`config.mk`:
```
export PLATFORM = sky130hd
export DESIGN_NAME = nvs_queue
export DESIGN_NICKNAME = d
export VERILOG_FILES = /design/src/rtl/nvs_pkg.sv /design/src/rtl/nvs_queue.sv
export SDC_FILE = /design/constraint.sdc
export NUM_CORES = 1
export LEC_CHECK = 0
export ABC_AREA = 1
export BUFFER_PORTS_ARGS = -buffer_cell sky130_fd_sc_hd__buf_2
export CAP_MARGIN = 20
export CORE_ASPECT_RATIO = 1.5
export CORE_MARGIN = 3
export CORE_UTILIZATION = 61
export DETAILED_ROUTE_END_ITERATION = 10
export PLACE_DENSITY_LB_ADDON = 0.12
export SLEW_MARGIN = 15
export SYNTH_ARGS = -nofsm -noshare
export SYNTH_HDL_FRONTEND = slang
export SYNTH_SLANG_ARGS = --single-unit
```
`constraint.sdc`:
```
create_clock -name clk -period 4.9 [get_ports clk]
set_input_delay 0.49 -clock clk [delete_from_list [all_inputs] [get_ports clk]]
set_output_delay 0.49 -clock clk [all_outputs]
set_load 0.05 [all_outputs]
```
`src/rtl/nvs_pkg.sv`:
```
package nvs_pkg;

  localparam int MAX_ENTRIES = 1024;
  localparam int DIM         = 64;
  localparam int EB          = 16;

  localparam int POS_W  = $clog2(DIM);
  localparam int ENT_W  = $clog2(MAX_ENTRIES);
  localparam int CNT_W  = $clog2(MAX_ENTRIES + 1);
  localparam int ID_W   = 32;
  localparam int NORM_W = 38;
  localparam int A_W    = 2 * NORM_W;
  localparam int P_W    = 3 * NORM_W;
  localparam int PROD_W = 2 * (EB + 1);
  localparam int ACC_W  = 41;
  localparam int QDEPTH = 4;
  localparam int QA_W   = $clog2(QDEPTH);

  typedef enum logic [1:0] {
    OP_CLEAR = 2'd0,
    OP_ADD   = 2'd1,
    OP_EUC   = 2'd2,
    OP_COS   = 2'd3
  } op_t;

  typedef enum logic [1:0] {
    ST_OK    = 2'd0,
    ST_FULL  = 2'd1,
    ST_MATCH = 2'd2,
    ST_NONE  = 2'd3
  } status_t;

  typedef enum logic [2:0] {
    K_ELEM,
    K_CLEAR,
    K_ADD,
    K_EUC,
    K_COS
  } kind_t;

  typedef struct packed {
    kind_t                 kind;
    logic [POS_W-1:0]      pos;
    logic signed [EB-1:0]  value;
    logic [ID_W-1:0]       id;
  } beat_t;

  typedef enum logic [2:0] {
    B_IDLE,
    B_PASS,
    B_EVAL,
    B_DECIDE,
    B_MGO,
    B_MWAIT,
    B_CMP,
    B_NEXT
  } back_state_t;

endpackage

```
`src/rtl/nvs_queue.sv`:
```
module nvs_queue import nvs_pkg::*; (
  input  logic  clk,
  input  logic  rst,
  input  logic  push,
  input  beat_t din,
  input  logic  pop,
  output beat_t head,
  output logic  full,
  output logic  empty
);

  beat_t           slots [QDEPTH];
  logic [QA_W-1:0] wp;
  logic [QA_W-1:0] rp;
  logic [QA_W:0]   fill;

  assign full  = (fill == (QA_W+1)'(QDEPTH));
  assign empty = (fill == '0);
  assign head  = slots[rp];

  always_ff @(posedge clk) begin
    if (push) slots[wp] <= din;
  end

  always_ff @(posedge clk) begin
    if (rst) begin
      wp   <= '0;
      rp   <= '0;
      fill <= '0;
    end else begin
      if (push) wp <= wp + 1'b1;
      if (pop)  rp <= rp + 1'b1;
      case ({push, pop})
        2'b10:   fill <= fill + 1'b1;
        2'b01:   fill <= fill - 1'b1;
        default: fill <= fill;
      endcase
    end
  end

endmodule

```
* Word level (Yosys, flattened, before mapping)
Memories as Yosys holds them, arrays and structs flattened. A register that Yosys moved wholly into a read port is not among the register bits.
Index checks and enable logic that the tools add are counted.
Widths: inputs -> output; s select.
** Word-level totals
- Output and inout port bits :: 59
- Memory bits (writable) :: 228
- Register bits after elaboration :: 7
- Logic and storage cells :: 18
- Input bits :: 61
- Memories :: 1
** Memory list
- slots :: depth 4, bits a word 57, read ports 1, clocked after Yosys merged registers in 1, wr ports 1, line nvs_queue.sv:12 : beat_t slots [QDEPTH];
** Cells by class
- Add/sub/neg operators :: 4
- Reductions and logical operators :: 2
- Equality and inequality tests :: 3
- Muxes and demuxes :: 5
** Operator list (number)
- $pmux 3 s2 :: 1
- $add 2x1->2 const B :: 2
- $mux 2 :: 2
- $add 3x1->3 const B :: 1
- $eq 3x3->1 const B :: 1
- $logic_not 3->1 :: 1
- $sub 3x1->3 const B :: 1
- $eq 2x1->1 const B :: 1
- $eq 2x2->1 const B :: 1
- $mux 1 :: 2
- $reduce_bool 2->1 :: 1

* Depth between registers and ports, before layout
Gate-level depths: netlist of run 1.
- Depth in word-level cells :: 3
- Depth in mapped cells :: 10
- Mapped depth without buffers :: 10

* Least setup slack after synthesis of run 1
No wires, ideal clock.
- Path type :: register to register
- Start point :: register wp[0]
- End point :: memory slots[2][0] (netlist name), enable pin
- Arrival :: 1.699 ns
- Setup slack :: 2.790 ns
- Path buffers :: 0
- Clock period less this slack :: 2.110 ns
- Data required time :: 4.489 ns
- Stages on the path, launching flop included :: 5
- Setup time :: 0.411 ns
- Path through :: dfxtp_1 > inv_1 > ha_1 > nand2_1 > inv_1
** RTL lines
- start: declaration :: line nvs_queue.sv:13 : logic [QA_W-1:0] wp;
- start signal: assignment :: line nvs_queue.sv:31 : if (push) wp <= wp + 1'b1;
- end: declaration :: line nvs_queue.sv:12
No word-level cell before the write port.

==> metrics.txt, run 1 <==
# TYPE chip_impl_metric gauge
chip_impl_metric{name="average_wire_per_standard_cell",unit="um"} 19.4
chip_impl_metric{name="clkLatencyLatePin",unit="ps"} 500
chip_impl_metric{name="fp-row-count",unit=""} 53
chip_impl_info{name="top_count_cell_post_synth",value="edfxtp_1"} 1
chip_impl_metric{name="drive_gt1_frac",unit=""} 0.225
chip_impl_info{name="run_status",value="finished clean"} 1
chip_impl_info{name="top_layer",value="met5"} 1
chip_impl_metric{name="cts_max_level",unit=""} 1
chip_impl_metric{name="worst_clock_skew",unit="ps"} 12.0
chip_impl_metric{name="hold_violations",unit=""} 0
chip_impl_metric{name="met1Wirelength",unit="um"} 6790
chip_impl_metric{name="floorplan.initialDensity",unit=""} 0.628
chip_impl_info{name="ys_top_cells_by_count",value="228 x edfxtp_1, 117 x nor2_1, 112 x o21ai_0"} 1
chip_impl_metric{name="gpl_wtd_cong",unit=""} 0.727
chip_impl_metric{name="gr-total-overflow",unit=""} 0
chip_impl_info{name="worstHoldPathType",value="in2reg"} 1
chip_impl_info{name="worstReg2RegStart",value="wp[0]"} 1
chip_impl_metric{name="detail_route.first_pass.iterations",unit=""} 5
chip_impl_metric{name="postSynthCellCount",unit=""} 609
chip_impl_metric{name="postCtsSetupRepairBufs",unit=""} 0
chip_impl_metric{name="detailedPlacementHpwl",unit="um"} 9890
chip_impl_metric{name="synth_enable_flop_cells",unit=""} 228
chip_impl_info{name="synthTopCellsByArea",value="edfxtp_1 77%, o21ai_0 6.3%, nor2_1 5.0%"} 1
chip_impl_metric{name="routed-wl-met2",unit="um"} 9390
chip_impl_metric{name="layout_min_cycle_time",unit="ps"} 2970
chip_impl_metric{name="grt_util_all_layers",unit=""} 0.223
chip_impl_metric{name="maxSlewHeadroom",unit=""} 0.317
chip_impl_metric{name="route.final.wire_length",unit="um"} 18100
chip_impl_metric{name="floorplan.die.height",unit="um"} 154
chip_impl_metric{name="postSynthAreaPerCell",unit="um^2"} 14.6
chip_impl_metric{name="seqPwrFrac",unit=""} 0.506
chip_impl_metric{name="count_of_warnings_emitted_by_yosys",unit=""} 0
chip_impl_metric{name="timing.reg2reg.worst_path_depth",unit=""} 5
chip_impl_info{name="critical_path_cell_with_the_highest_stage_delay",value="buf_4"} 1
chip_impl_metric{name="hold-path-cell-count",unit=""} 1
chip_impl_metric{name="synth.distinct_cells",unit=""} 19
chip_impl_metric{name="max_cap_viol_count",unit=""} 0
chip_impl_metric{name="pwr_density_cell",unit="nW/um^2"} 447
chip_impl_metric{name="synth-seq-area-share",unit=""} 0.793
chip_impl_metric{name="netSwitchingPower",unit="W"} 0.00117
chip_impl_info{name="regToRegEndpoint",value="slots[0][43]"} 1
chip_impl_metric{name="worst_ep_required_time",unit="ps"} 4410
chip_impl_metric{name="vdd_drop_max",unit="uV"} 317
chip_impl_metric{name="count_of_state_elements_after_synthesis",unit=""} 237
chip_impl_metric{name="netlist_area",unit="um^2"} 8860
chip_impl_metric{name="net_count_after_synthesis",unit=""} 676
chip_impl_metric{name="grt_pass1_wl",unit="um"} 28100
chip_impl_metric{name="worst_setup_hold_path_clk_slew",unit="ps"} 60
chip_impl_metric{name="layout_area_growth_over_synthesis",unit="%"} 16.2
chip_impl_info{name="hold_start",value="din[10]"} 1
chip_impl_info{name="synth_area_leader_cell",value="edfxtp_1"} 1
chip_impl_metric{name="pwr-share-comb",unit=""} 0.131
chip_impl_metric{name="drt_iter0_drc",unit=""} 350
chip_impl_metric{name="power.share.clock",unit=""} 0.362
chip_impl_metric{name="cts-buffers-inserted",unit=""} 21
chip_impl_metric{name="crit_path_max_incr_delay",unit="ps"} 390
chip_impl_metric{name="clock_path_buffers",unit=""} 3
chip_impl_info{name="cp-end-kind",value="output pin"} 1
chip_impl_info{name="grt_setup_unrepaired",value="no"} 1
chip_impl_metric{name="async_reset_ff_frac",unit=""} 0
chip_impl_metric{name="boundaryPins",unit=""} 120
chip_impl_metric{name="largest_net_degree_at_the_start_of_global_routing",unit=""} 115
chip_impl_metric{name="number_of_nets_in_the_final_layout",unit=""} 791
chip_impl_metric{name="die_area",unit="um^2"} 16000
chip_impl_metric{name="layout.cell_area.non_filler",unit="um^2"} 10300
chip_impl_metric{name="cp.arrival",unit="ps"} 2480
chip_impl_metric{name="cp_max_fanout",unit=""} 54
chip_impl_metric{name="floorplan.core_area",unit="um^2"} 14100
chip_impl_metric{name="dpl-instance-area",unit="um^2"} 9550
chip_impl_metric{name="via_count",unit=""} 5438
chip_impl_metric{name="floorplan.die.width",unit="um"} 104
chip_impl_metric{name="slew_violations",unit=""} 0
chip_impl_metric{name="cts-hold-fix-buffers",unit=""} 0
chip_impl_metric{name="swShare",unit=""} 0.253
chip_impl_metric{name="timing_limited_maximum_frequency",unit="GHz"} 0.337
chip_impl_metric{name="postCtsResizedCells",unit=""} 0
chip_impl_info{name="setup.worst_path.class",value="reg2out"} 1
chip_impl_info{name="clk_root_buffer_cell",value="clkbuf_16"} 1
chip_impl_info{name="startpoint_type",value="flip-flop"} 1
chip_impl_metric{name="first_global_vias",unit=""} 5598
chip_impl_metric{name="final.setup.tns",unit="ps"} 0
chip_impl_metric{name="vias_per_cell",unit=""} 5.83
chip_impl_info{name="timing.hold.worst_endpoint",value="slots[1][10]"} 1
chip_impl_info{name="crit_chain",value="clkinv_2, buf_12, buf_4, o21ai_0, o22ai_1, buf_2"} 1
chip_impl_info{name="synth-main-ff-cell",value="edfxtp_1"} 1
chip_impl_metric{name="cts_sinks",unit=""} 237
chip_impl_metric{name="yosysTopAreaCellShare",unit=""} 0.772
chip_impl_metric{name="drt_drc_violations_left",unit=""} 0
chip_impl_metric{name="count_of_filler_cells_inserted_in_the_layout",unit=""} 925
chip_impl_metric{name="numPortBuffers",unit=""} 119
chip_impl_metric{name="total_leakage_power",unit="nW"} 3.66
chip_impl_metric{name="timing.final.crit_share",unit=""} 0.605
chip_impl_metric{name="grt_antenna_before_repair",unit=""} 2
chip_impl_metric{name="routed_wire_length_on_met3",unit="um"} 1310
chip_impl_info{name="tritoncts",value="yes"} 1
chip_impl_metric{name="ant_nets",unit=""} 0
chip_impl_metric{name="internal_power",unit="W"} 0.00344
chip_impl_metric{name="tightest_slew",unit="ps"} 1020
chip_impl_metric{name="setup_viol",unit=""} 0
chip_impl_metric{name="reg2reg_setup_slack",unit="ps"} 2810
-- area by class of cell --
type | count | area, um^2 | share of cell area
flip-flops and latches | 237 | 7030 | 0.682
multi-input cells | 318 | 1560 | 0.151
inverters | 18 | 68.8 | 0.00668
repair buffers | 128 | 696 | 0.0675
clock inverters | 13 | 166 | 0.0162
diodes | 2 | 5.00 | 0.000486
well taps | 192 | 240 | 0.0233
clock buffers | 24 | 537 | 0.0521
-- through the flow --
stage | instances | utilization | power [W] | setup slack [ps] | hold WS, ps
after global placement | 891 | 0.676 | 0.00296 | 2250 | 421
after floorplan | 609 | - | 0.00281 | 2790 | 412
after global routing | 931 | 0.729 | 0.00476 | 1760 | 190
after detailed placement | 891 | 0.676 | 0.00298 | 2150 | 460
final | 932 | 0.729 | 0.00461 | 1930 | 204
after CTS | 928 | 0.726 | 0.00463 | 1640 | 189
-- placed cells by master, fill, tap and decap left out, types with 7 or more instances in the layout --
cell,count
buf_2,119
buf_4,7
clkbuf_16,21
dfxtp_1,7
edfxtp_1,228
inv_1,12
nand2_1,9
nor2_1,117
o21ai_0,112
o21ai_1,8
o22ai_1,57
-- flip-flops by register name, summed over array words and instances, names as in the netlist, named ones only --
register,cells
fill,3
slots,228
rp,2
wp,2
-- worst max-delay path: cells and delay by family, from the launching register on --
family / cells / cell delay (ps)
AO/OA/AOI/OAI: 2 / 360
buffers and inverters: 4 / 1240
flip-flops: 1 / 340
-- routing by layer --
metal,vias up,track usage
li1,2506,-
met1,2659,0.270
met2,227,0.386
met3,44,0.0458
met4,2,0.100
met5,-,0
-- worst max path at each step --
stage / start / to / slack, ps / cells past startpoint
floorplan: wp[0] / slots[2][0] / 2790 / 4
finish: flip-flop / head[31] / 1930 / 6
global placement: flip-flop / head[45] / 2250 / 5
detailed placement: flip-flop / head[31] / 2150 / 5
global route: flip-flop / head[45] / 1760 / 6
CTS: flip-flop / head[31] / 1640 / 5
-- logic make-up after synthesis --
group,share of synthesized area
and+or+nand+nor,0.0558
AOI/OAI and AO/OA,0.111
DFF,0.793
adders and majority gates,0.00932
buffers and inverters,0.0313
-- power by group through the flow --
stage / logic [W] / registers [W] / clock network [W]
floorplan: 0.000434 / 0.00238 / 0
finish: 0.000604 / 0.00233 / 0.00167
global placement: 0.000585 / 0.00237 / 0
detailed placement: 0.000599 / 0.00238 / 0
global route: 0.000647 / 0.00234 / 0.00178
CTS: 0.000602 / 0.00233 / 0.00169
Power figures use the tool's default switching activity.
==> inputs of run 2 (changes only) <==
--- a/config.mk
+++ b/config.mk
@@ -10,7 +10,7 @@
 export CAP_MARGIN = 20
 export CORE_ASPECT_RATIO = 1.5
 export CORE_MARGIN = 3
-export CORE_UTILIZATION = 61
+export CORE_UTILIZATION = 57
 export DETAILED_ROUTE_END_ITERATION = 10
 export PLACE_DENSITY_LB_ADDON = 0.12
 export SLEW_MARGIN = 15
==> constraint.sdc (replaced) <==
create_clock -name clk -period 2.9 [get_ports clk]
set_input_delay 0.29 -clock clk [delete_from_list [all_inputs] [get_ports clk]]
set_output_delay 0.29 -clock clk [all_outputs]
set_load 0.05 [all_outputs]
==> run 2 against run 1 <==
Combinational power rose by 71%. Critical endpoint is now head[10]. Count of clock-buffer cells in the layout rose by 6. Sequential power is 69% higher. Power is 65% higher. Worst setup slack got worse by 1400 ps. Largest power group unchanged.
==> metrics.txt, run 2 (synthesis results as in run 1) <==
# TYPE chip_impl_metric gauge
chip_impl_metric{name="largest_register_ffs",unit=""} 228
chip_impl_metric{name="cts-hold-fix-buffers",unit=""} 0
chip_impl_metric{name="drive_gt1_frac",unit=""} 0.226
chip_impl_metric{name="crit_path_max_incr_delay",unit="ps"} 360
chip_impl_metric{name="postCtsResizedCells",unit=""} 0
chip_impl_metric{name="largest_net_degree_at_the_start_of_global_routing",unit=""} 115
chip_impl_metric{name="dpl-instance-area",unit="um^2"} 9690
chip_impl_metric{name="grt_antenna_before_repair",unit=""} 3
chip_impl_metric{name="cts_max_level",unit=""} 1
chip_impl_metric{name="cp.arrival",unit="ps"} 2080
chip_impl_info{name="most_common_cell_after_layout_fill_and_taps_aside",value="edfxtp_1"} 1
chip_impl_metric{name="drt_iter0_drc",unit=""} 381
chip_impl_metric{name="setup_viol",unit=""} 0
chip_impl_info{name="reg.largest.list",value="slots: 228 flops, fill: 3 flops"} 1
chip_impl_metric{name="ant_nets",unit=""} 0
chip_impl_metric{name="first_global_vias",unit=""} 5520
chip_impl_metric{name="floorplan.initialDensity",unit=""} 0.585
chip_impl_metric{name="total_leakage_power",unit="nW"} 3.66
chip_impl_metric{name="fp-row-count",unit=""} 55
chip_impl_metric{name="numPortBuffers",unit=""} 119
chip_impl_metric{name="tightest_slew",unit="ps"} 609
chip_impl_metric{name="maxSlewHeadroom",unit=""} 0.593
chip_impl_metric{name="hold-worst-slack",unit="ps"} 14.1
chip_impl_metric{name="layout.cell_area.non_filler",unit="um^2"} 10300
chip_impl_metric{name="hold_violations",unit=""} 0
chip_impl_info{name="max_flop_register",value="slots"} 1
chip_impl_metric{name="cts_sinks",unit=""} 237
chip_impl_metric{name="cts-buffers-inserted",unit=""} 21
chip_impl_metric{name="detail_route.first_pass.iterations",unit=""} 5
chip_impl_metric{name="layout_min_cycle_time",unit="ps"} 2370
chip_impl_metric{name="number_of_nets_in_the_final_layout",unit=""} 795
chip_impl_metric{name="pwr_density_cell",unit="nW/um^2"} 734
chip_impl_metric{name="floorplan.core_area",unit="um^2"} 15100
chip_impl_info{name="crit_chain",value="clkinv_2, buf_12, o21ai_0, o22ai_1, buf_2"} 1
chip_impl_info{name="cp-end-kind",value="output pin"} 1
chip_impl_metric{name="worst_clock_skew",unit="ps"} 11.1
chip_impl_info{name="clk_root_buffer_cell",value="clkbuf_16"} 1
chip_impl_metric{name="boundaryPins",unit=""} 120
chip_impl_metric{name="average_wire_per_standard_cell",unit="um"} 19.0
chip_impl_metric{name="gpl_wtd_cong",unit=""} 0.792
chip_impl_info{name="run_status",value="finished clean"} 1
chip_impl_metric{name="die_area",unit="um^2"} 17100
chip_impl_metric{name="worst_ep_required_time",unit="ps"} 2610
chip_impl_metric{name="worstPathBufferInverterCount",unit=""} 3
chip_impl_metric{name="detailedPlacementHpwl",unit="um"} 10600
chip_impl_info{name="worstHoldPathType",value="in2reg"} 1
chip_impl_metric{name="max_cap_viol_count",unit=""} 0
chip_impl_metric{name="pre_cts_slack",unit="ps"} 1030
chip_impl_metric{name="floorplan.die.height",unit="um"} 159
chip_impl_metric{name="vdd_drop_max",unit="uV"} 537
chip_impl_metric{name="final.setup.tns",unit="ps"} 0
chip_impl_info{name="final_cell_mix",value="228 x edfxtp_1, 119 x buf_2, 117 x nor2_1, 112 x o21ai_0, 57 x o22ai_1"} 1
chip_impl_metric{name="clock_path_buffers",unit=""} 3
chip_impl_metric{name="postCtsSetupRepairBufs",unit=""} 0
chip_impl_metric{name="setup_slack",unit="ps"} 531
chip_impl_info{name="startpoint_type",value="flip-flop"} 1
chip_impl_metric{name="drt_drc_violations_left",unit=""} 0
chip_impl_info{name="grt_setup_unrepaired",value="no"} 1
chip_impl_metric{name="clkLatencyLatePin",unit="ps"} 490
chip_impl_info{name="critical_path_cell_with_the_highest_stage_delay",value="dfxtp_4"} 1
chip_impl_metric{name="utilization",unit=""} 0.683
chip_impl_metric{name="gr-total-overflow",unit=""} 0
chip_impl_metric{name="grt_pass1_wl",unit="um"} 27800
chip_impl_metric{name="timing.final.crit_share",unit=""} 0.817
chip_impl_info{name="path_delay_family",value="buffers and inverters"} 1
chip_impl_metric{name="floorplan.die.width",unit="um"} 108
chip_impl_metric{name="cp_max_fanout",unit=""} 50
chip_impl_metric{name="slew_violations",unit=""} 0
chip_impl_metric{name="layout_area_growth_over_synthesis",unit="%"} 16.7
chip_impl_info{name="tritoncts",value="yes"} 1
chip_impl_metric{name="worst_setup_hold_path_clk_slew",unit="ps"} 60
chip_impl_metric{name="route.final.wire_length",unit="um"} 18000
chip_impl_metric{name="timing_limited_maximum_frequency",unit="GHz"} 0.422
chip_impl_info{name="setup.worst_path.class",value="reg2out"} 1
chip_impl_metric{name="via_count",unit=""} 5388
chip_impl_metric{name="grt_util_all_layers",unit=""} 0.207
chip_impl_metric{name="vias_per_cell",unit=""} 5.71
[run 2: changes by cell type in the layout (fill, tap and decap cells not counted), sizes merged]
cell,previous run,this run
bufinv,4,1
clkbuf,24,30
buf,128,132
inv,18,17
clkinv,8,6
[run 2: worst paths after layout]
path | depth (start not counted) | slack (ps) | from | endpoint
setup / recovery | 5 | 530 | flip-flop | head[10]
setup reg to reg | 5 | 1100 | wp[0] | slots[2][26]
hold reg to reg | 1 | 470 | rp[1] | flip-flop
hold / removal | 1 | 10 | din[35] | slots[1][35]
[run 2: power breakdown]
group	switching [W]	total (W)	internal (W)	leakage, nW
Combinational	0.000797	0.00103	0.000233	1.18
Sequential	0.0000365	0.00394	0.00391	2.17
Clock	0.00112	0.00262	0.00150	0.314
[run 2: routing by layer]
layer | GRT usage | vias up | wire length, um
met2 | 0.360 | 188 | 9200
met1 | 0.257 | 2640 | 7110
met5 | 0 | - | 9
li1 | - | 2518 | -
met4 | 0.0752 | 2 | 518
met3 | 0.0374 | 40 | 1120
[run 2: final cells by class]
type	instances	area, um^2
Sequential cell	237	7030
Fill cell	1043	4790
Multi-Input combinational cell	318	1560
Timing Repair Buffer	132	781
Clock buffer	30	589
Tap cell	199	249
Inverter	18	68.8
Clock inverter	7	62.6
Antenna cell	2	5.00
[run 2: metrics by stage]
| stage | std cells | total power [W] |
|---|---|---|
| 3_5_place_dp | 904 | 0.00506 |
| 3_3_place_gp | 904 | 0.00503 |
| 5_1_grt | 943 | 0.00785 |
| 6_report | 943 | 0.00759 |
| 2_1_floorplan | 609 | 0.00475 |
| 4_1_cts | 941 | 0.00765 |
==> inputs of run 3 (changes only) <==
==> constraint.sdc (replaced) <==
create_clock -name clk -period 2.33 [get_ports clk]
set_input_delay 0.233 -clock clk [delete_from_list [all_inputs] [get_ports clk]]
set_output_delay 0.233 -clock clk [all_outputs]
set_load 0.05 [all_outputs]
==> run 3 against run 2 <==
Via count grew 6.0%. Worst setup slack lost 400 ps. Hold slack better by 84 ps. Count of clock-buffer cells in the layout shrank 4. Cell count rose by 6.3%. Die area is the same. Core utilization up 3.9 points. Power up 26%. Clock power grew 25%.
==> metrics.txt, run 3 (synthesis results as in run 1) <==
# TYPE chip_impl_metric gauge
chip_impl_info{name="run_status",value="finished clean"} 1
chip_impl_metric{name="count_of_filler_cells_inserted_in_the_layout",unit=""} 1036
chip_impl_metric{name="worst_ep_required_time",unit="ps"} 2100
chip_impl_metric{name="number_of_nets_in_the_final_layout",unit=""} 855
chip_impl_info{name="cp-end-kind",value="output pin"} 1
chip_impl_info{name="reg.largest.list",value="slots: 228 flops, fill: 3 flops"} 1
chip_impl_metric{name="vdd_drop_max",unit="uV"} 687
chip_impl_metric{name="drive_gt1_frac",unit=""} 0.210
chip_impl_metric{name="timing_limited_maximum_frequency",unit="GHz"} 0.456
chip_impl_info{name="critical_path_cell_with_the_highest_stage_delay",value="buf_6"} 1
chip_impl_metric{name="drt_iter0_drc",unit=""} 340
chip_impl_metric{name="detailedPlacementHpwl",unit="um"} 10300
chip_impl_info{name="grt_setup_unrepaired",value="no"} 1
chip_impl_metric{name="grt_pass1_wl",unit="um"} 29000
chip_impl_metric{name="fin_cells",unit=""} 1002
chip_impl_metric{name="pwr_density_cell",unit="nW/um^2"} 874
chip_impl_metric{name="detail_route.first_pass.iterations",unit=""} 5
chip_impl_metric{name="cp.arrival",unit="ps"} 1960
chip_impl_metric{name="power.share.clock",unit=""} 0.341
chip_impl_metric{name="hold_violations",unit=""} 0
chip_impl_info{name="max_flop_register",value="slots"} 1
chip_impl_metric{name="floorplan.core_area",unit="um^2"} 15100
chip_impl_metric{name="setup_slack",unit="ps"} 135
chip_impl_metric{name="gr-total-overflow",unit=""} 0
chip_impl_metric{name="swShare",unit=""} 0.257
chip_impl_metric{name="seqPwrFrac",unit=""} 0.514
chip_impl_metric{name="boundaryPins",unit=""} 120
chip_impl_metric{name="crit_path_max_incr_delay",unit="ps"} 390
chip_impl_metric{name="total_leakage_power",unit="nW"} 3.92
chip_impl_metric{name="hold-path-cell-count",unit=""} 4
chip_impl_metric{name="layout_min_cycle_time",unit="ps"} 2200
chip_impl_metric{name="timing.reg2reg.worst_path_depth",unit=""} 5
chip_impl_info{name="hold_start",value="rst"} 1
chip_impl_metric{name="floorplan.die.height",unit="um"} 159
chip_impl_info{name="worstReg2RegStart",value="wp[0]"} 1
chip_impl_info{name="setup.worst_path.class",value="reg2out"} 1
chip_impl_metric{name="worst_setup_hold_path_clk_slew",unit="ps"} 60
chip_impl_metric{name="netSwitchingPower",unit="W"} 0.00246
chip_impl_metric{name="dpl.cell_count",unit=""} 906
chip_impl_metric{name="floorplan.initialDensity",unit=""} 0.585
chip_impl_metric{name="drt_drc_violations_left",unit=""} 0
chip_impl_metric{name="internal_power",unit="W"} 0.00710
chip_impl_metric{name="cts_max_level",unit=""} 1
chip_impl_info{name="startpoint_type",value="flip-flop"} 1
chip_impl_metric{name="fp-row-count",unit=""} 55
chip_impl_metric{name="largest_net_degree_at_the_start_of_global_routing",unit=""} 115
chip_impl_metric{name="grt_antenna_before_repair",unit=""} 0
chip_impl_metric{name="pre_cts_slack",unit="ps"} 474
chip_impl_metric{name="via_count",unit=""} 5709
chip_impl_metric{name="setup_viol",unit=""} 0
chip_impl_metric{name="tightest_slew",unit="ps"} 576
chip_impl_info{name="crit_chain",value="buf_6, o21ai_0, o22ai_1, buf_2"} 1
chip_impl_metric{name="layout_area_growth_over_synthesis",unit="%"} 23.4
chip_impl_metric{name="reg2reg_setup_slack",unit="ps"} 750
chip_impl_metric{name="max_cap_viol_count",unit=""} 0
chip_impl_info{name="worstHoldPathType",value="in2reg"} 1
chip_impl_info{name="clk_root_buffer_cell",value="clkbuf_16"} 1
chip_impl_metric{name="worst_clock_skew",unit="ps"} 8.57
chip_impl_metric{name="average_wire_per_standard_cell",unit="um"} 19.2
chip_impl_info{name="final_cell_mix",value="228 x edfxtp_1, 119 x buf_2, 117 x nor2_1, 112 x o21ai_0"} 1
chip_impl_metric{name="cp_max_fanout",unit=""} 57
chip_impl_metric{name="slew_violations",unit=""} 0
chip_impl_metric{name="first_global_vias",unit=""} 5879
chip_impl_info{name="most_common_cell_after_layout_fill_and_taps_aside",value="edfxtp_1"} 1
chip_impl_info{name="regToRegEndpoint",value="slots[0][55]"} 1
chip_impl_metric{name="clkLatencyLatePin",unit="ps"} 490
chip_impl_metric{name="diodes",unit=""} 0
chip_impl_metric{name="vias_per_cell",unit=""} 5.70
chip_impl_metric{name="floorplan.die.width",unit="um"} 108
chip_impl_metric{name="final.setup.tns",unit="ps"} 0
chip_impl_metric{name="clock_path_buffers",unit=""} 3
chip_impl_metric{name="cts-buffers-inserted",unit=""} 21
chip_impl_metric{name="cts_sinks",unit=""} 237
chip_impl_metric{name="largest_register_ffs",unit=""} 228
chip_impl_info{name="tritoncts",value="yes"} 1
chip_impl_metric{name="gpl_wtd_cong",unit=""} 0.771
chip_impl_metric{name="maxSlewHeadroom",unit=""} 0.616
chip_impl_metric{name="pwr-share-comb",unit=""} 0.145
chip_impl_metric{name="grt_util_all_layers",unit=""} 0.215
chip_impl_metric{name="ant_nets",unit=""} 0
chip_impl_metric{name="timing.final.crit_share",unit=""} 0.942
chip_impl_metric{name="die_area",unit="um^2"} 17100
chip_impl_metric{name="route.final.wire_length",unit="um"} 19200
chip_impl_metric{name="numPortBuffers",unit=""} 119
chip_impl_info{name="timing.hold.worst_endpoint",value="fill[2]"} 1
-- run 3: cell types whose count changed in the layout (fill, tap and decap cells not counted), moves of 2 or more --
| cell | before | now |
|---|---|---|
| buf_4 | 6 | 9 |
| clkinv_1 | 3 | 7 |
| diode_2 | 2 | 0 |
| buf_12 | 7 | 4 |
| clkbuf_8 | 3 | 0 |
| dlygate4sd3_1 | 0 | 57 |
-- run 3: worst max-delay path, delay by kind of cell (launching register included) --
kind,cells,cell delay [ps]
buffers and inverters,2,700
AO/OA/AOI/OAI,2,420
flip-flops,1,340
-- run 3: repair_timing --
action / in CTS / in global routing
endpoints found under the hold margin: 228 / 0
resized for setup: 2 / 2
hold buffers: 57 / 0
cloned: 0 / 1
buffers inserted: 0 / 0
endpoints found under the setup margin: 8 / 7
-- run 3: final cells by class --
class / instances / area, um^2 / share of cell area
timing repair buffer: 192 / 1380 / 0.126
sequential: 237 / 7030 / 0.643
tap: 199 / 249 / 0.0228
clock buffer: 26 / 544 / 0.0497
multi-input combinational: 318 / 1560 / 0.142
inverter: 18 / 73.8 / 0.00675
clock inverter: 12 / 105 / 0.00961
-- run 3: per-stage QoR --
| step | power (W) | hold slack, ps | util | instance area, um^2 |
|---|---|---|---|---|
| global route | 0.00987 | 121 | 0.723 | 10900 |
| detailed placement | 0.00629 | 430 | 0.639 | 9680 |
| global placement | 0.00625 | 420 | 0.639 | 9680 |
| CTS | 0.00961 | 93.1 | 0.720 | 10900 |
| floorplan | 0.00591 | 332 | - | 8860 |
| finish | 0.00956 | 97.8 | 0.723 | 10900 |
-- run 3: worst max-delay path by stage --
stage / depth (start not counted) / startpoint / endpoint
floorplan: 4 / wp[0] / slots[2][0]
global placement: 5 / flip-flop / head[48]
detailed placement: 5 / flip-flop / head[48]
CTS: 4 / flip-flop / head[33]
global route: 5 / flip-flop / head[33]
finish: 4 / flip-flop / head[33]
-- run 3: power by group through the flow --
stage               logic (W)  registers [W]  clock network [W]
finish                0.00138        0.00491            0.00327
global route          0.00148        0.00492            0.00347
CTS                   0.00137        0.00491            0.00332
floorplan            0.000912        0.00500                  0
global placement      0.00126        0.00499                  0
detailed placement    0.00129        0.00500                  0
-- run 3: routing by layer --
metal / share of wire / vias up / track usage
met2: 0.53 / 198 / 0.384
met5: 0 / - / 0
li1: - / 2641 / -
met3: 0.062 / 36 / 0.0342
met1: 0.39 / 2834 / 0.259
met4: 0.022 / 0 / 0.0793
