$ cat src/rtl/nvs_pkg.sv
package nvs_pkg;

  localparam int MAX_ENTRIES = 1024;
  localparam int DIM         = 64;
  localparam int EB          = 16;

  localparam int POS_W  = $clog2(DIM);
  localparam int ENT_W  = $clog2(MAX_ENTRIES);
  localparam int CNT_W  = $clog2(MAX_ENTRIES + 1);
  localparam int ID_W   = 32;
  localparam int NORM_W = 38;
  localparam int A_W    = 2 * NORM_W;
  localparam int P_W    = 3 * NORM_W;
  localparam int PROD_W = 2 * (EB + 1);
  localparam int ACC_W  = 41;
  localparam int QDEPTH = 4;
  localparam int QA_W   = $clog2(QDEPTH);

  typedef enum logic [1:0] {
    OP_CLEAR = 2'd0,
    OP_ADD   = 2'd1,
    OP_EUC   = 2'd2,
    OP_COS   = 2'd3
  } op_t;

  typedef enum logic [1:0] {
    ST_OK    = 2'd0,
    ST_FULL  = 2'd1,
    ST_MATCH = 2'd2,
    ST_NONE  = 2'd3
  } status_t;

  typedef enum logic [2:0] {
    K_ELEM,
    K_CLEAR,
    K_ADD,
    K_EUC,
    K_COS
  } kind_t;

  typedef struct packed {
    kind_t                 kind;
    logic [POS_W-1:0]      pos;
    logic signed [EB-1:0]  value;
    logic [ID_W-1:0]       id;
  } beat_t;

  typedef enum logic [2:0] {
    B_IDLE,
    B_PASS,
    B_EVAL,
    B_DECIDE,
    B_MGO,
    B_MWAIT,
    B_CMP,
    B_NEXT
  } back_state_t;

endpackage

$ cat src/rtl/nvs_front.sv
module nvs_front import nvs_pkg::*; (
  input  logic                 clk,
  input  logic                 rst,
  input  logic                 start,
  input  logic                 full,
  input  logic [1:0]           opcode,
  input  logic signed [EB-1:0] element_value,
  input  logic                 last_element,
  input  logic [ID_W-1:0]      entry_id,
  output logic                 push,
  output beat_t                beat
);

  logic [POS_W-1:0] pos;
  logic [POS_W-1:0] pos_next;
  logic             complete;

  assign push = start && !full;

  always_comb begin
    complete   = last_element || (pos == POS_W'(DIM - 1));
    beat.pos   = pos;
    beat.value = element_value;
    beat.id    = entry_id;
    pos_next   = pos;
    case (op_t'(opcode))
      OP_CLEAR: beat.kind = K_CLEAR;
      OP_ADD:   beat.kind = complete ? K_ADD : K_ELEM;
      OP_EUC:   beat.kind = complete ? K_EUC : K_ELEM;
      default:  beat.kind = complete ? K_COS : K_ELEM;
    endcase
    if (push) begin
      if (op_t'(opcode) == OP_CLEAR || complete) pos_next = '0;
      else pos_next = pos + 1'b1;
    end
  end

  always_ff @(posedge clk) begin
    if (rst) pos <= '0;
    else pos <= pos_next;
  end

endmodule

$ cat config.mk
export PLATFORM = sky130hd
export DESIGN_NAME = nvs_front
export DESIGN_NICKNAME = d
export VERILOG_FILES = /design/src/rtl/nvs_pkg.sv /design/src/rtl/nvs_front.sv
export SDC_FILE = /design/constraint.sdc
export NUM_CORES = 1
export LEC_CHECK = 0
export BUFFER_PORTS_ARGS = -buffer_cell sky130_fd_sc_hd__buf_4
export CORE_ASPECT_RATIO = 1.5
export CORE_MARGIN = 2
export CORE_UTILIZATION = 25
export DETAILED_ROUTE_END_ITERATION = 10
export PLACE_DENSITY_LB_ADDON = 0.1
export SETUP_SLACK_MARGIN = 0.02
export SLEW_MARGIN = 5
export SYNTH_ARGS = -nofsm -noshare
export SYNTH_HDL_FRONTEND = slang
export SYNTH_SLANG_ARGS = --single-unit
export TNS_END_PERCENT = 100
$ cat constraint.sdc
create_clock -name clk -period 1.8 [get_ports clk]
set_input_delay 0.18 -clock clk [delete_from_list [all_inputs] [get_ports clk]]
set_output_delay 0.18 -clock clk [all_outputs]
set_load 0.02 [all_outputs]
; ---- Word-level counts from Yosys, hierarchy flattened
; Cells that the tools add are included.
[totals]
register_bits = 6
in_bits = 55
output_inout_bits = 58
word_cells = 15
[classes]
addsub = 1
n_eq_ne = 3
n_mux = 5
n_reduce_logical = 5
[ops]
columns = cell, n
row1 = case mux 3 bit (3 select lines), 1
row2 = "adder 6 x 1 -> 6 bit, second input constant", 1
row3 = "equality test 6 bit, second input constant", 1
row4 = 2-to-1 mux 6 bit, 1
row5 = 2-to-1 mux 2 bit, 2
row6 = 2-to-1 mux 3 bit, 1
row7 = "equality test 2 x 1 -> 1 bit, second input constant", 1
row8 = "equality test 2 bit, second input constant", 1
row9 = logical NOT 2 bit, 1
row10 = logical OR 1 bit, 2
row11 = logical AND 1 bit, 1
row12 = logical NOT 1 bit, 1

; ---- Depth between registers and ports, before layout
; Gate-level depths: netlist (run 1).
[logic_depth]
word_depth = 4
mapped_depth = 4
ltp_nobuf = 4

; ---- Least setup slack after synthesis (run 1)
; Ideal clock, no wire load.
[synth_timing]
path_kind = reg2out
startpoint = register pos[0]
endpoint = output port beat[54] (netlist bit)
t_arrival_ps = 1329
required_time_ps = 1620
path_slack_ps = 291
stages_incl_launch_ff = 4
n_path_buf = 0
path_cell_list = dfxtp_1 ha_1 a31oi_1 a21oi_1
[synth_lines]
columns = element, line_no
row1 = "start, declared", nvs_front.sv:14  ; logic [POS_W-1:0] pos;
row2 = "start signal, assigned", nvs_front.sv:40  ; else pos <= pos_next;
row3 = "end, declared", nvs_front.sv:11  ; output beat_t beat

==> reports/metrics.json, run 1 <==
{
  "ctsLongestPathBuffers": 2,
  "synth.lib_cells_used.distinct": 34,
  "timing.final.hold_violations": 0,
  "cts_tree": "yes",
  "drcViolationCount": 0,
  "gp_congestion": 0.6306,
  "cts_resized": 0,
  "rr_startpoint": "pos[0]$_SDFFE_PP0P_",
  "reg2reg_to": "pos[4]$_SDFFE_PP0P_",
  "global_route.overflow_total": 0,
  "tns_ns": 0,
  "crit_type": "flop to output pin",
  "first_global_vias": 493,
  "io_buffers": 16,
  "overall_routed_net_length_um": 1575,
  "slew-limit-headroom_pct": 70.82,
  "worstSetupStartpointType": "flop",
  "peakVddDrop_mv": 0.1837,
  "dieHeight_um": 72.50,
  "hold_start": "rst",
  "proportion_of_layout_cells_with_a_drive_suffix_above_1_pct": 46.88,
  "globalRouteTotalUtil_pct": 9.258,
  "ant_nets": 0,
  "diode_insertion_count_for_antenna_repair": 0,
  "synthTopCellsByArea": "buf_4 (46%), dfxtp_1 (15%), o32ai_1 (2.2%)",
  "final_nets": 122,
  "timing.final.max_slew_violations": 0,
  "cts_made_buffers": 3,
  "finalNonFillerCells": 103,
  "cell_family_contributing_the_most_delay_on_the_critical_path": "flip-flops",
  "post_synth_inst_count": 94,
  "timing_worst_slew_pin_value_ns": 0.4344,
  "r2r_setup_slack_ns": 0.42,
  "power.density_cell_area_nw_per_um2": 654.8,
  "power.leakage_uw": 0.0002735,
  "cp_data_arrival_time_ns": 1.47,
  "initial_core_util_pct": 26.57,
  "cts_root_buf": "clkbuf_8",
  "finalCriticalPeriod_ns": 1.648,
  "number_of_cells_on_the_worst_hold_path": 3,
  "seq_area_frac_synth_pct": 15.36,
  "die-area_sq_um": 3601,
  "grt_start_max_net_pins": 12,
  "synth_adder_area_share_pct": 1.600,
  "critical_path.n_buffers_inverters": 1,
  "final-setup-viol-count": 0,
  "placeableCoreArea_sq_um": 2943,
  "reg2reg_depth": 4,
  "clock_skew_ns": 0.003114,
  "worstSetupEndpointType": "output pin",
  "cts_setup_buffers": 0,
  "cp_cell_instances": "ha_1 > a31oi_1 > a21oi_1 > buf_4",
  "share_of_cell_area_taken_by_muxes_after_synthesis_pct": 0,
  "largest-register": "pos",
  "detailedRoute.firstPassIterationCount": 2,
  "cp_data_required_time_ns": 1.62,
  "period_share_pct": 91.55,
  "largest_register_ffs": 6,
  "die_w_um": 49.67,
  "registers_with_the_highest_flip_flop_counts": "pos x6",
  "vias": 479,
  "rsz_0062_raised_after_global_routing": "false",
  "grt_antenna_before_repair": 0,
  "initialDrtViolationCount": 9,
  "routed_via_density": 4.650,
  "clock.fmax_mhz": 606.8,
  "io-pin-count": 113,
  "synthesis_to_layout_area_growth_pct": -19.84,
  "grt_pass1_wl_um": 2394,
  "cts_max_level": 1,
  "core.rowCount": 24,
  "yosys.area.top_type_share_pct": 46.08,
  "net_count_after_synthesis": 150,
  "whs_endpoint": "pos[5]$_SDFFE_PP0P_",
  "nFillCells": 346,
  "cts_hold_buffers": 0,
  "dp.cells": 100,
  "netlist.top_cell.by_area": "buf_4",
  "largest_family_of_logic_cells_by_synthesized_area": "buffers and inverters",
  "outcome": "finished clean",
  "cts.clk_slew.worst_paths_ns": 0.04,
  "critical_path.max_fanout": 7,
  "cts_num_sinks": 6,
  "critical_path.max_stage_delay_ns": 0.41,
  "synth-simple-area-share_pct": 15.52,
  "synth_compound_area_share_pct": 18.24,
  "post-dp-hpwl_um": 1257,
  "post_synth.cell_area_avg_sq_um": 8.319,
  "worstHoldPathType": "input port to flop",
  "avgRoutedWirePerCell_um": 15.29,
  "worst_skew_pair.late_latency_ns": 0.23,
  "synth_warnings": 0,
  "synth-xor-area-share_pct": 1.120,
  "crit_path_top_delay_cell": "dfxtp_1",
  "mappedNetlistArea_sq_um": 782.0,
  "synth_seq_cells": 6,
  "drv_cap": 0
}
## placed cells by master (no fill, tap or decap)
master | Yosys | routed
buf_4 | 48 | 16
dfxtp_1 | 6 | 6
nor2_1 | 3 | 3
nor3_1 | 3 | 3
clkbuf_8 | 0 | 3
a31oi_1 | 2 | 2
a21oi_1 | 2 | 2
o32ai_1 | 2 | 2
inv_1 | 2 | 2
nand2b_4 | 1 | 1
inv_2 | 1 | 1
and3_4 | 1 | 1
nand2_1 | 1 | 1
xnor2_1 | 1 | 1
and4b_1 | 1 | 1
o221a_2 | 1 | 1
o21bai_2 | 1 | 1
a21o_1 | 1 | 1
a211oi_2 | 1 | 1
or2_1 | 1 | 1
and2b_2 | 1 | 1
a22o_2 | 1 | 1
a311oi_2 | 1 | 1
nor3b_1 | 1 | 1
a31o_1 | 1 | 1
nand3_1 | 1 | 1
a31o_2 | 1 | 1
and3_2 | 1 | 1
nor2b_1 | 1 | 1
a22o_1 | 1 | 1
nand4b_1 | 1 | 1
nor4_1 | 1 | 1
a211o_1 | 1 | 1
ha_1 | 1 | 1
## kinds of logic (layout without fill, tap and decap cells)
family,Yosys count,count (layout)
xor+xnor,1,1
fa+ha+maj,1,1
simple gates,18,18
flops,6,6
buf+inv,52,22
compound gates,16,16
## report_power, final
part           internal (uW)  leakage [uW]  switching, uW  total [uW]
logic                   29.4      0.000203           36.2        65.5
registers                135     0.0000484           1.67         136
clock network            144     0.0000216           64.2         208
## routing by layer
| metal | global-route usage (%) | routed length (um) |
|---|---|---|
| met1 | 8.323 | 555 |
| met2 | 15.11 | 767 |
| met3 | 2.675 | 147 |
| met4 | 11.11 | 105 |
| met5 | 0 | 0 |
## how the worst max path moves through the flow
stage / start / depth (start not counted) / slack (ns) / endpoint
floorplan: pos[0]$_SDFFE_PP0P_ / 3 / 0.29 / beat[54]
global placement: pos[0]$_SDFFE_PP0P_ / 4 / 0.43 / beat[54]
detailed placement: pos[0]$_SDFFE_PP0P_ / 4 / 0.39 / beat[54]
CTS: pos[0]$_SDFFE_PP0P_ / 4 / 0.14 / beat[54]
global route: pos[1]$_SDFFE_PP0P_ / 4 / 0.06 / beat[54]
finish: pos[0]$_SDFFE_PP0P_ / 4 / 0.15 / beat[54]
## cell type report
class	count	area, sq um	area share (%)
multi-input combinational	36	285.3	45.51
sequential	6	120.1	19.16
timing repair buffer	16	120.1	19.16
tap	39	48.80	7.784
clock buffer	3	41.29	6.587
inverter	3	11.26	1.796
## cell usage after synthesis
master and n:
buf_4 48, dfxtp_1 6, nor2_1 3, nor3_1 3, a21oi_1 2, a31oi_1 2
inv_1 2, o32ai_1 2, a211o_1 1, a211oi_2 1, a21o_1 1, a22o_1 1
a22o_2 1, a311oi_2 1, a31o_1 1, a31o_2 1, and2b_2 1, and3_2 1
and3_4 1, and4b_1 1, buf_2 1, ha_1 1, inv_2 1, nand2_1 1
nand2b_4 1, nand3_1 1, nand4b_1 1, nor2b_1 1, nor3b_1 1, nor4_1 1
o21bai_2 1, o221a_2 1, or2_1 1, xnor2_1 1
## through the flow
stage | total power, uW | utilization, % | hold WS, ns | cell area [sq um] | setup slack [ns]
floorplan | 329.3 | - | 0.4369 | 782.0 | 0.2915
global placement | 205.5 | 19.90 | 0.3601 | 585.6 | 0.4265
detailed placement | 205.0 | 19.90 | 0.3601 | 585.6 | 0.3853
CTS | 418.4 | 21.30 | 0.3102 | 626.9 | 0.1444
global route | 431.4 | 21.30 | 0.3153 | 626.9 | 0.06138
finish | 410.5 | 21.30 | 0.3154 | 626.9 | 0.1521
## worst reg2reg max path, stage by stage (launching register included)
cell and delay [ns]:
dfxtp_1 0.41, ha_1 0.33, and3_2 0.23, o32ai_1 0.07, a22o_1 0.23
(Power assumes the default switching activity.)
==> run 2: changes to the inputs <==
Settings changed: ABC_AREA set to 1.
==> reports/metrics.json, run 2 <==
{
  "netlist.top_cell.by_area": {"value": "buf_4", "change": "unchanged"},
  "peakVddDrop": {"value": 0.2611, "unit": "mV", "change": "was 0.1837 mV"},
  "cts_root_buf": {"value": "clkbuf_8", "change": "unchanged"},
  "rsz_0062_raised_after_global_routing": {"value": "false", "change": "unchanged"},
  "synthesis_to_layout_area_growth": {"value": -19.35, "unit": "%", "change": "was -19.84%"},
  "synth_ff_type": {"value": "dfxtp_1", "change": "unchanged"},
  "ant_nets": {"value": 0, "change": "unchanged"},
  "grtUsageMet3": {"value": 5.144, "unit": "%", "change": "was 2.675%"},
  "mappedNetlistArea": {"value": 775.7, "unit": "sq um", "change": "was 782.0 sq um"},
  "gp_congestion": {"value": 0.6456, "change": "was 0.6306"},
  "post-dp-hpwl": {"value": 1033, "unit": "um", "change": "was 1257 um"},
  "synth-edff-count": {"value": 0, "change": "unchanged"},
  "cts_num_sinks": {"value": 6, "change": "unchanged"},
  "power": {"value": 403.4, "unit": "uW", "change": "was 410.5 uW"},
  "die-area": {"value": 3574, "unit": "sq um", "change": "was 3601 sq um"},
  "cts_setup_buffers": {"value": 0, "change": "unchanged"},
  "period_share": {"value": 89.25, "unit": "%", "change": "was 91.55%"},
  "finalCriticalPeriod": {"value": 1.606, "unit": "ns", "change": "was 1.648 ns"},
  "post_synth_inst_count": {"value": 107, "change": "was 94"},
  "synthTopCellsByArea": {"value": "buf_4 (46%), dfxtp_1 (15%), nand2_1 (7.7%)", "change": "was buf_4 (46%), dfxtp_1 (15%), o32ai_1 (2.2%)"},
  "top_count_cell_post_synth": {"value": "buf_4", "change": "unchanged"},
  "cts_max_level": {"value": 1, "change": "unchanged"},
  "outcome": {"value": "finished clean", "change": "unchanged"},
  "final-setup-viol-count": {"value": 0, "change": "unchanged"},
  "top_usage_layer": {"value": "met2", "change": "unchanged"},
  "proportion_of_layout_cells_with_a_drive_suffix_above_1": {"value": 52.56, "unit": "%", "change": "was 46.88%"},
  "cts.clk_slew.worst_paths": {"value": 0.04, "unit": "ns", "change": "about the same"},
  "critical_path.max_fanout": {"value": 4, "change": "was 7"},
  "overall_routed_net_length": {"value": 1231, "unit": "um", "change": "was 1575 um"},
  "synth_seq_cells": {"value": 6, "change": "unchanged"},
  "detailedRoute.firstPassIterationCount": {"value": 4, "change": "was 2"},
  "drcViolationCount": {"value": 0, "change": "unchanged"},
  "timing.final.hold_violations": {"value": 0, "change": "unchanged"},
  "core.rowCount": {"value": 24, "change": "unchanged"},
  "cts_resized": {"value": 0, "change": "unchanged"},
  "grt_antenna_before_repair": {"value": 0, "change": "unchanged"},
  "global_route.overflow_total": {"value": 0, "change": "unchanged"},
  "nFillCells": {"value": 363, "change": "was 346"},
  "fin_hold_ws": {"value": 0.2809, "unit": "ns", "change": "was 0.3154 ns"},
  "worstHoldPathType": {"value": "input port to flop", "change": "unchanged"},
  "worstSetupEndpointType": {"value": "output pin", "change": "unchanged"},
  "largest-register": {"value": "pos", "change": "unchanged"},
  "clock.fmax": {"value": 622.5, "unit": "MHz", "change": "was 606.8 MHz"},
  "power.leakage": {"value": 0.0002862, "unit": "uW", "change": "was 0.0002735 uW"},
  "placeableCoreArea": {"value": 2943, "unit": "sq um", "change": "unchanged"},
  "crit_type": {"value": "flop to output pin", "change": "unchanged"},
  "initial_core_util": {"value": 26.36, "unit": "%", "change": "was 26.57%"},
  "post_synth.cell_area_avg": {"value": 7.250, "unit": "sq um", "change": "was 8.319 sq um"},
  "cts_hold_buffers": {"value": 0, "change": "unchanged"},
  "drv_cap": {"value": 0, "change": "unchanged"},
  "initialDrtViolationCount": {"value": 2, "change": "was 9"},
  "worst_skew_pair.late_latency": {"value": 0.22, "unit": "ns", "change": "was 0.23 ns"},
  "dieHeight": {"value": 72.23, "unit": "um", "change": "was 72.50 um"},
  "tns": {"value": 0, "unit": "ns", "change": "unchanged"},
  "worstSetupStartpointType": {"value": "flop", "change": "unchanged"},
  "grt_pass1_wl": {"value": 2173, "unit": "um", "change": "was 2394 um"},
  "die_w": {"value": 49.48, "unit": "um", "change": "was 49.67 um"},
  "synth.lib_cells_used.distinct": {"value": 18, "change": "was 34"},
  "layout.cells.most_common_list": {"value": "nand2_1 (16), buf_4 (16), nor2_2 (7), inv_2 (6), dfxtp_1 (6)", "change": "was buf_4 (16), dfxtp_1 (6), nor2_1 (3), nor3_1 (3), clkbuf_8 (3)"},
  "globalRouteMet2Util": {"value": 12.31, "unit": "%", "change": "was 15.11%"},
  "synth_async_sr_flop_share": {"value": 0, "unit": "%", "change": "unchanged"},
  "cp_data_arrival_time": {"value": 1.43, "unit": "ns", "change": "was 1.47 ns"},
  "timing_worst_slew_pin_value": {"value": 0.2297, "unit": "ns", "change": "was 0.4344 ns"},
  "final_nets": {"value": 136, "change": "was 122"},
  "routed_via_density": {"value": 3.940, "change": "was 4.650"},
  "power.density_cell_area": {"value": 644.8, "unit": "nW/um^2", "change": "was 654.8 nW/um^2"},
  "grt_start_max_net_pins": {"value": 7, "change": "was 12"},
  "net_count_after_synthesis": {"value": 163, "change": "was 150"},
  "fin_util": {"value": 21.26, "unit": "%", "change": "was 21.30%"},
  "globalRouteTotalUtil": {"value": 7.808, "unit": "%", "change": "was 9.258%"},
  "slew-limit-headroom": {"value": 84.67, "unit": "%", "change": "was 70.82%"},
  "seq_area_frac_synth": {"value": 15.48, "unit": "%", "change": "was 15.36%"},
  "globalRouteMet1Util": {"value": 7.224, "unit": "%", "change": "was 8.323%"},
  "clock_skew": {"value": 0.0007339, "unit": "ns", "change": "was 0.003114 ns"},
  "largest_register_ffs": {"value": 6, "change": "unchanged"},
  "avgRoutedWirePerCell": {"value": 10.52, "unit": "um", "change": "was 15.29 um"},
  "registers_with_the_highest_flip_flop_counts": {"value": "pos x6", "change": "unchanged"},
  "io_buffers": {"value": 16, "change": "unchanged"},
  "timing.final.max_slew_violations": {"value": 0, "change": "unchanged"},
  "cp_data_required_time": {"value": 1.62, "unit": "ns", "change": "about the same"},
  "cts_made_buffers": {"value": 3, "change": "unchanged"},
  "ctsLongestPathBuffers": {"value": 2, "change": "unchanged"},
  "io-pin-count": {"value": 113, "change": "unchanged"},
  "yosys.area.top_type_share": {"value": 46.45, "unit": "%", "change": "was 46.08%"},
  "most_numerous_cell_types_in_the_synthesized_netlist": {"value": "buf_4 (48), nand2_1 (16), nor2_2 (7), dfxtp_1 (6), inv_2 (6)", "change": "was buf_4 (48), dfxtp_1 (6), nor2_1 (3), nor3_1 (3)"},
  "vias": {"value": 461, "change": "was 479"},
  "cts_tree": {"value": "yes", "change": "unchanged"},
  "diode_insertion_count_for_antenna_repair": {"value": 0, "change": "unchanged"},
  "synth_warnings": {"value": 0, "change": "unchanged"},
  "first_global_vias": {"value": 501, "change": "was 493"}
}
## run 2: worst paths after layout
check | from | cells after the start | slack, ns | end
worst max register to register | pos[0]$_SDFFE_PP0P_ | 8 | 0.56 | pos[4]$_SDFFE_PP0P_
worst max-delay path | pos[0]$_SDFFE_PP0P_ | 8 | 0.19 | beat[54]
worst min-delay path | rst | 4 | 0.28 | pos[1]$_SDFFE_PP0P_
worst min register to register | pos[5]$_SDFFE_PP0P_ | 4 | 0.57 | pos[5]$_SDFFE_PP0P_
## run 2: cell families (layout without fill, tap and decap cells)
logic type               count (synthesis)  after routing  share of synthesized area, %
buffers and inverters                   59             30                         51.77
AND/OR/NAND/NOR                         37             37                         26.61
flip-flops                               6              6                         15.48
XOR/XNOR                                 3              3                         3.388
adder cells (fa/ha/maj)                  1              1                         1.613
AO/OA/AOI/OAI                            1              1                         1.129
## run 2: metal layers
| metal | up-vias | share of wire, % |
|---|---|---|
| met3 | 8 | 13 |
| met5 | - | 0 |
| met4 | 0 | 1.5 |
| met1 | 201 | 35 |
| li1 | 215 | - |
| met2 | 37 | 50 |
## run 2: cell type report
| type | count | area (sq um) | area share (%) |
|---|---|---|---|
| Clock buffer | 3 | 41.29 | 6.600 |
| Inverter | 11 | 41.29 | 6.600 |
| Multi-Input combinational cell | 42 | 254.0 | 40.60 |
| Sequential cell | 6 | 120.1 | 19.20 |
| Tap cell | 39 | 48.80 | 7.800 |
| Timing Repair Buffer | 16 | 120.1 | 19.20 |
## run 2: critical path: stages (launching register included)
cell	delay (ns)
dfxtp_1	0.40
ha_1	0.22
nand2_1	0.07
nor2_2	0.09
nand2_2	0.06
nand2_1	0.07
inv_2	0.05
a21oi_2	0.10
buf_4	0.14
## run 2: where the power goes
| group | switching, uW | leakage (uW) | internal [uW] | total [uW] |
|---|---|---|---|---|
| logic | 37.1 | 0.000216 | 29.3 | 66.4 |
| registers | 3.07 | 0.0000485 | 136 | 139 |
| clock network | 54.4 | 0.0000216 | 143 | 198 |
| total | 94.6 | 0.000286 | 309 | 403 |
## run 2: metrics by stage
step / instance area (sq um) / instances / worst slack [ns]
floorplan: 775.7 / 107 / 0.2950
global placement: 584.3 / 114 / 0.4462
detailed placement: 584.3 / 114 / 0.4163
CTS: 625.6 / 117 / 0.1731
global route: 625.6 / 117 / 0.03418
finish: 625.6 / 117 / 0.1935
==> run 3: changes to the inputs <==
Settings changed: GPL_ROUTABILITY_DRIVEN set to 0, PLACE_DENSITY set to 0.79, PLACE_DENSITY_LB_ADDON 0.1 to unset, SLEW_MARGIN 5 to 15.
==> reports/metrics.json, run 3 (same netlist as run 2, synthesis figures left out) <==
{
  "r2r_setup_slack": {"value": 0.58, "unit": "ns", "change": "was 0.56 ns"},
  "power.leakage": {"value": 0.0002916, "unit": "uW", "change": "was 0.0002862 uW"},
  "synthesis_to_layout_area_growth": {"value": -18.39, "unit": "%", "change": "was -19.35%"},
  "first_global_vias": {"value": 465, "change": "was 501"},
  "reg2reg_depth": {"value": 8, "change": "unchanged"},
  "initial_core_util": {"value": 26.36, "unit": "%", "change": "unchanged"},
  "cts_num_sinks": {"value": 6, "change": "unchanged"},
  "whs_endpoint": {"value": "pos[4]$_SDFFE_PP0P_", "change": "was pos[1]$_SDFFE_PP0P_"},
  "crit_type": {"value": "flop to output pin", "change": "unchanged"},
  "drv_cap": {"value": 0, "change": "unchanged"},
  "ctsLongestPathBuffers": {"value": 2, "change": "unchanged"},
  "final_nets": {"value": 137, "change": "was 136"},
  "finalCriticalPeriod": {"value": 1.606, "unit": "ns", "change": "about the same"},
  "cts_resized": {"value": 0, "change": "unchanged"},
  "die-area": {"value": 3574, "unit": "sq um", "change": "unchanged"},
  "crit_path_top_delay_cell": {"value": "dfxtp_1", "change": "unchanged"},
  "diode_insertion_count_for_antenna_repair": {"value": 0, "change": "unchanged"},
  "detailedRoute.firstPassIterationCount": {"value": 4, "change": "unchanged"},
  "mostFrequentLayoutCell": "buf_4",
  "drcViolationCount": {"value": 0, "change": "unchanged"},
  "die_w": {"value": 49.48, "unit": "um", "change": "unchanged"},
  "post-dp-hpwl": {"value": 1161, "unit": "um", "change": "was 1033 um"},
  "layout.cells.most_common_list": {"value": "buf_4 (17), nand2_1 (16), nor2_2 (7), inv_2 (6), dfxtp_1 (6)", "change": "was nand2_1 (16), buf_4 (16), nor2_2 (7), inv_2 (6), dfxtp_1 (6)"},
  "placeableCoreArea": {"value": 2943, "unit": "sq um", "change": "unchanged"},
  "largest-register": {"value": "pos", "change": "unchanged"},
  "peakVddDrop": {"value": 0.2388, "unit": "mV", "change": "was 0.2611 mV"},
  "worstSetupStartpointType": {"value": "flop", "change": "unchanged"},
  "cts_root_buf": {"value": "clkbuf_8", "change": "unchanged"},
  "proportion_of_layout_cells_with_a_drive_suffix_above_1": {"value": 53.16, "unit": "%", "change": "was 52.56%"},
  "timing_worst_slew_pin_value": {"value": 0.2250, "unit": "ns", "change": "was 0.2297 ns"},
  "tns": {"value": 0, "unit": "ns", "change": "unchanged"},
  "cts.clk_slew.worst_paths": {"value": 0.04, "unit": "ns", "change": "about the same"},
  "slew-limit-headroom": {"value": 84.98, "unit": "%", "change": "was 84.67%"},
  "cts_hold_buffers": {"value": 0, "change": "unchanged"},
  "dieHeight": {"value": 72.23, "unit": "um", "change": "unchanged"},
  "clock.fmax": {"value": 622.8, "unit": "MHz", "change": "was 622.5 MHz"},
  "routed_via_density": {"value": 3.975, "change": "was 3.940"},
  "largest_register_ffs": {"value": 6, "change": "unchanged"},
  "hold_start": {"value": "rst", "change": "unchanged"},
  "number_of_cells_on_the_worst_hold_path": {"value": 4, "change": "unchanged"},
  "grt_start_max_net_pins": {"value": 7, "change": "unchanged"},
  "power.density_cell_area": {"value": 647.7, "unit": "nW/um^2", "change": "was 644.8 nW/um^2"},
  "io_buffers": {"value": 16, "change": "unchanged"},
  "io-pin-count": {"value": 113, "change": "unchanged"},
  "dp.cells": {"value": 115, "change": "was 114"},
  "cp_data_arrival_time": {"value": 1.43, "unit": "ns", "change": "about the same"},
  "clock_skew": {"value": 0.0006494, "unit": "ns", "change": "was 0.0007339 ns"},
  "cp_cell_instances": {"value": "ha_1 > nand2_1 > nor2_2 > nand2_2 > nand2_1 > inv_2 > a21oi_2 > buf_4", "change": "unchanged"},
  "final-setup-viol-count": {"value": 0, "change": "unchanged"},
  "ant_nets": {"value": 0, "change": "unchanged"},
  "cts_tree": {"value": "yes", "change": "unchanged"},
  "worstSetupEndpointType": {"value": "output pin", "change": "unchanged"},
  "outcome": {"value": "finished clean", "change": "unchanged"},
  "globalRouteTotalUtil": {"value": 8.604, "unit": "%", "change": "was 7.808%"},
  "core.rowCount": {"value": 24, "change": "unchanged"},
  "reg2reg_to": {"value": "pos[3]$_SDFFE_PP0P_", "change": "was pos[4]$_SDFFE_PP0P_"},
  "initialDrtViolationCount": {"value": 12, "change": "was 2"},
  "critical_path.max_fanout": {"value": 4, "change": "unchanged"},
  "finalNonFillerCells": {"value": 118, "change": "was 117"},
  "overall_routed_net_length": {"value": 1392, "unit": "um", "change": "was 1231 um"},
  "critical_path.max_stage_delay": {"value": 0.39, "unit": "ns", "change": "was 0.40 ns"},
  "cts_max_level": {"value": 1, "change": "unchanged"},
  "fin_hold_ws": {"value": 0.2648, "unit": "ns", "change": "was 0.2809 ns"},
  "registers_with_the_highest_flip_flop_counts": {"value": "pos x6", "change": "unchanged"},
  "worst_skew_pair.late_latency": {"value": 0.22, "unit": "ns", "change": "about the same"},
  "cts_made_buffers": {"value": 3, "change": "unchanged"},
  "nFillCells": {"value": 356, "change": "was 363"},
  "timing.final.hold_violations": {"value": 0, "change": "unchanged"},
  "timing.final.max_slew_violations": {"value": 0, "change": "unchanged"},
  "period_share": {"value": 89.21, "unit": "%", "change": "was 89.25%"},
  "vias": {"value": 469, "change": "was 461"},
  "cp_data_required_time": {"value": 1.62, "unit": "ns", "change": "about the same"},
  "grt_antenna_before_repair": {"value": 0, "change": "unchanged"},
  "grt_pass1_wl": {"value": 2187, "unit": "um", "change": "was 2173 um"},
  "global_route.overflow_total": {"value": 0, "change": "unchanged"},
  "rr_startpoint": {"value": "pos[0]$_SDFFE_PP0P_", "change": "unchanged"},
  "rsz_0062_raised_after_global_routing": {"value": "false", "change": "unchanged"},
  "avgRoutedWirePerCell": {"value": 11.80, "unit": "um", "change": "was 10.52 um"},
  "cts_setup_buffers": {"value": 0, "change": "unchanged"},
  "worstHoldPathType": {"value": "input port to flop", "change": "unchanged"},
  "worst_path_most_repeated_cell": {"value": "nand2_1", "change": "unchanged"}
}
==> run 3: changes by cell type in the layout (fill, tap and decap cells not counted), sizes merged <==
cell / change
buf: +1
==> run 3: critical path: cells and delay by family (launching register included) <==
kind	cells	cell delay, ns
compound gates	1	0.11
fa+ha+maj	1	0.22
buf+inv	2	0.20
flops	1	0.39
simple gates	4	0.29
==> run 3: metrics by stage <==
stage / setup WS [ns] / util, % / cell area, sq um / power (uW)
after floorplan: 0.2950 / - / 775.7 / 334.6
after global placement: 0.4385 / 20.11 / 591.8 / 207.8
after detailed placement: 0.4153 / 20.11 / 591.8 / 208.1
after CTS: 0.1706 / 21.51 / 633.1 / 419.0
after global routing: 0.03086 / 21.51 / 633.1 / 432.3
final: 0.1942 / 21.51 / 633.1 / 410.1
==> run 3: worst max path at each step <==
stage,start,to,slack [ns],depth (start not counted)
2_1_floorplan,pos[0]$_SDFFE_PP0P_,beat[55],0.30,7
3_3_place_gp,pos[1]$_SDFFE_PP0P_,beat[54],0.44,8
3_5_place_dp,pos[0]$_SDFFE_PP0P_,beat[54],0.42,8
4_1_cts,pos[0]$_SDFFE_PP0P_,beat[54],0.17,8
5_1_grt,pos[0]$_SDFFE_PP0P_,beat[55],0.03,8
6_report,pos[0]$_SDFFE_PP0P_,beat[54],0.19,8
==> run 3: per-layer routing <==
layer | GRT usage, % | up-vias | routed length (um)
met5 | 0 | - | 0
li1 | - | 216 | -
met3 | 4.938 | 29 | 238
met4 | 16.98 | 0 | 204
met1 | 5.793 | 198 | 346
met2 | 11.41 | 26 | 603
==> run 3: power breakdown <==
group | internal, uW | switching [uW]
Sequential | 136 | 3.13
Combinational | 29.3 | 36.5
Clock | 144 | 61.1
Total | 309 | 101
==> run 3: area by class of cell <==
type / instances / area [sq um] / area share, %
multi-input combinational: 42 / 254.0 / 40.12
timing repair buffer: 17 / 127.6 / 20.16
sequential: 6 / 120.1 / 18.97
tap: 39 / 48.80 / 7.708
clock buffer: 3 / 41.29 / 6.522
inverter: 11 / 41.29 / 6.522
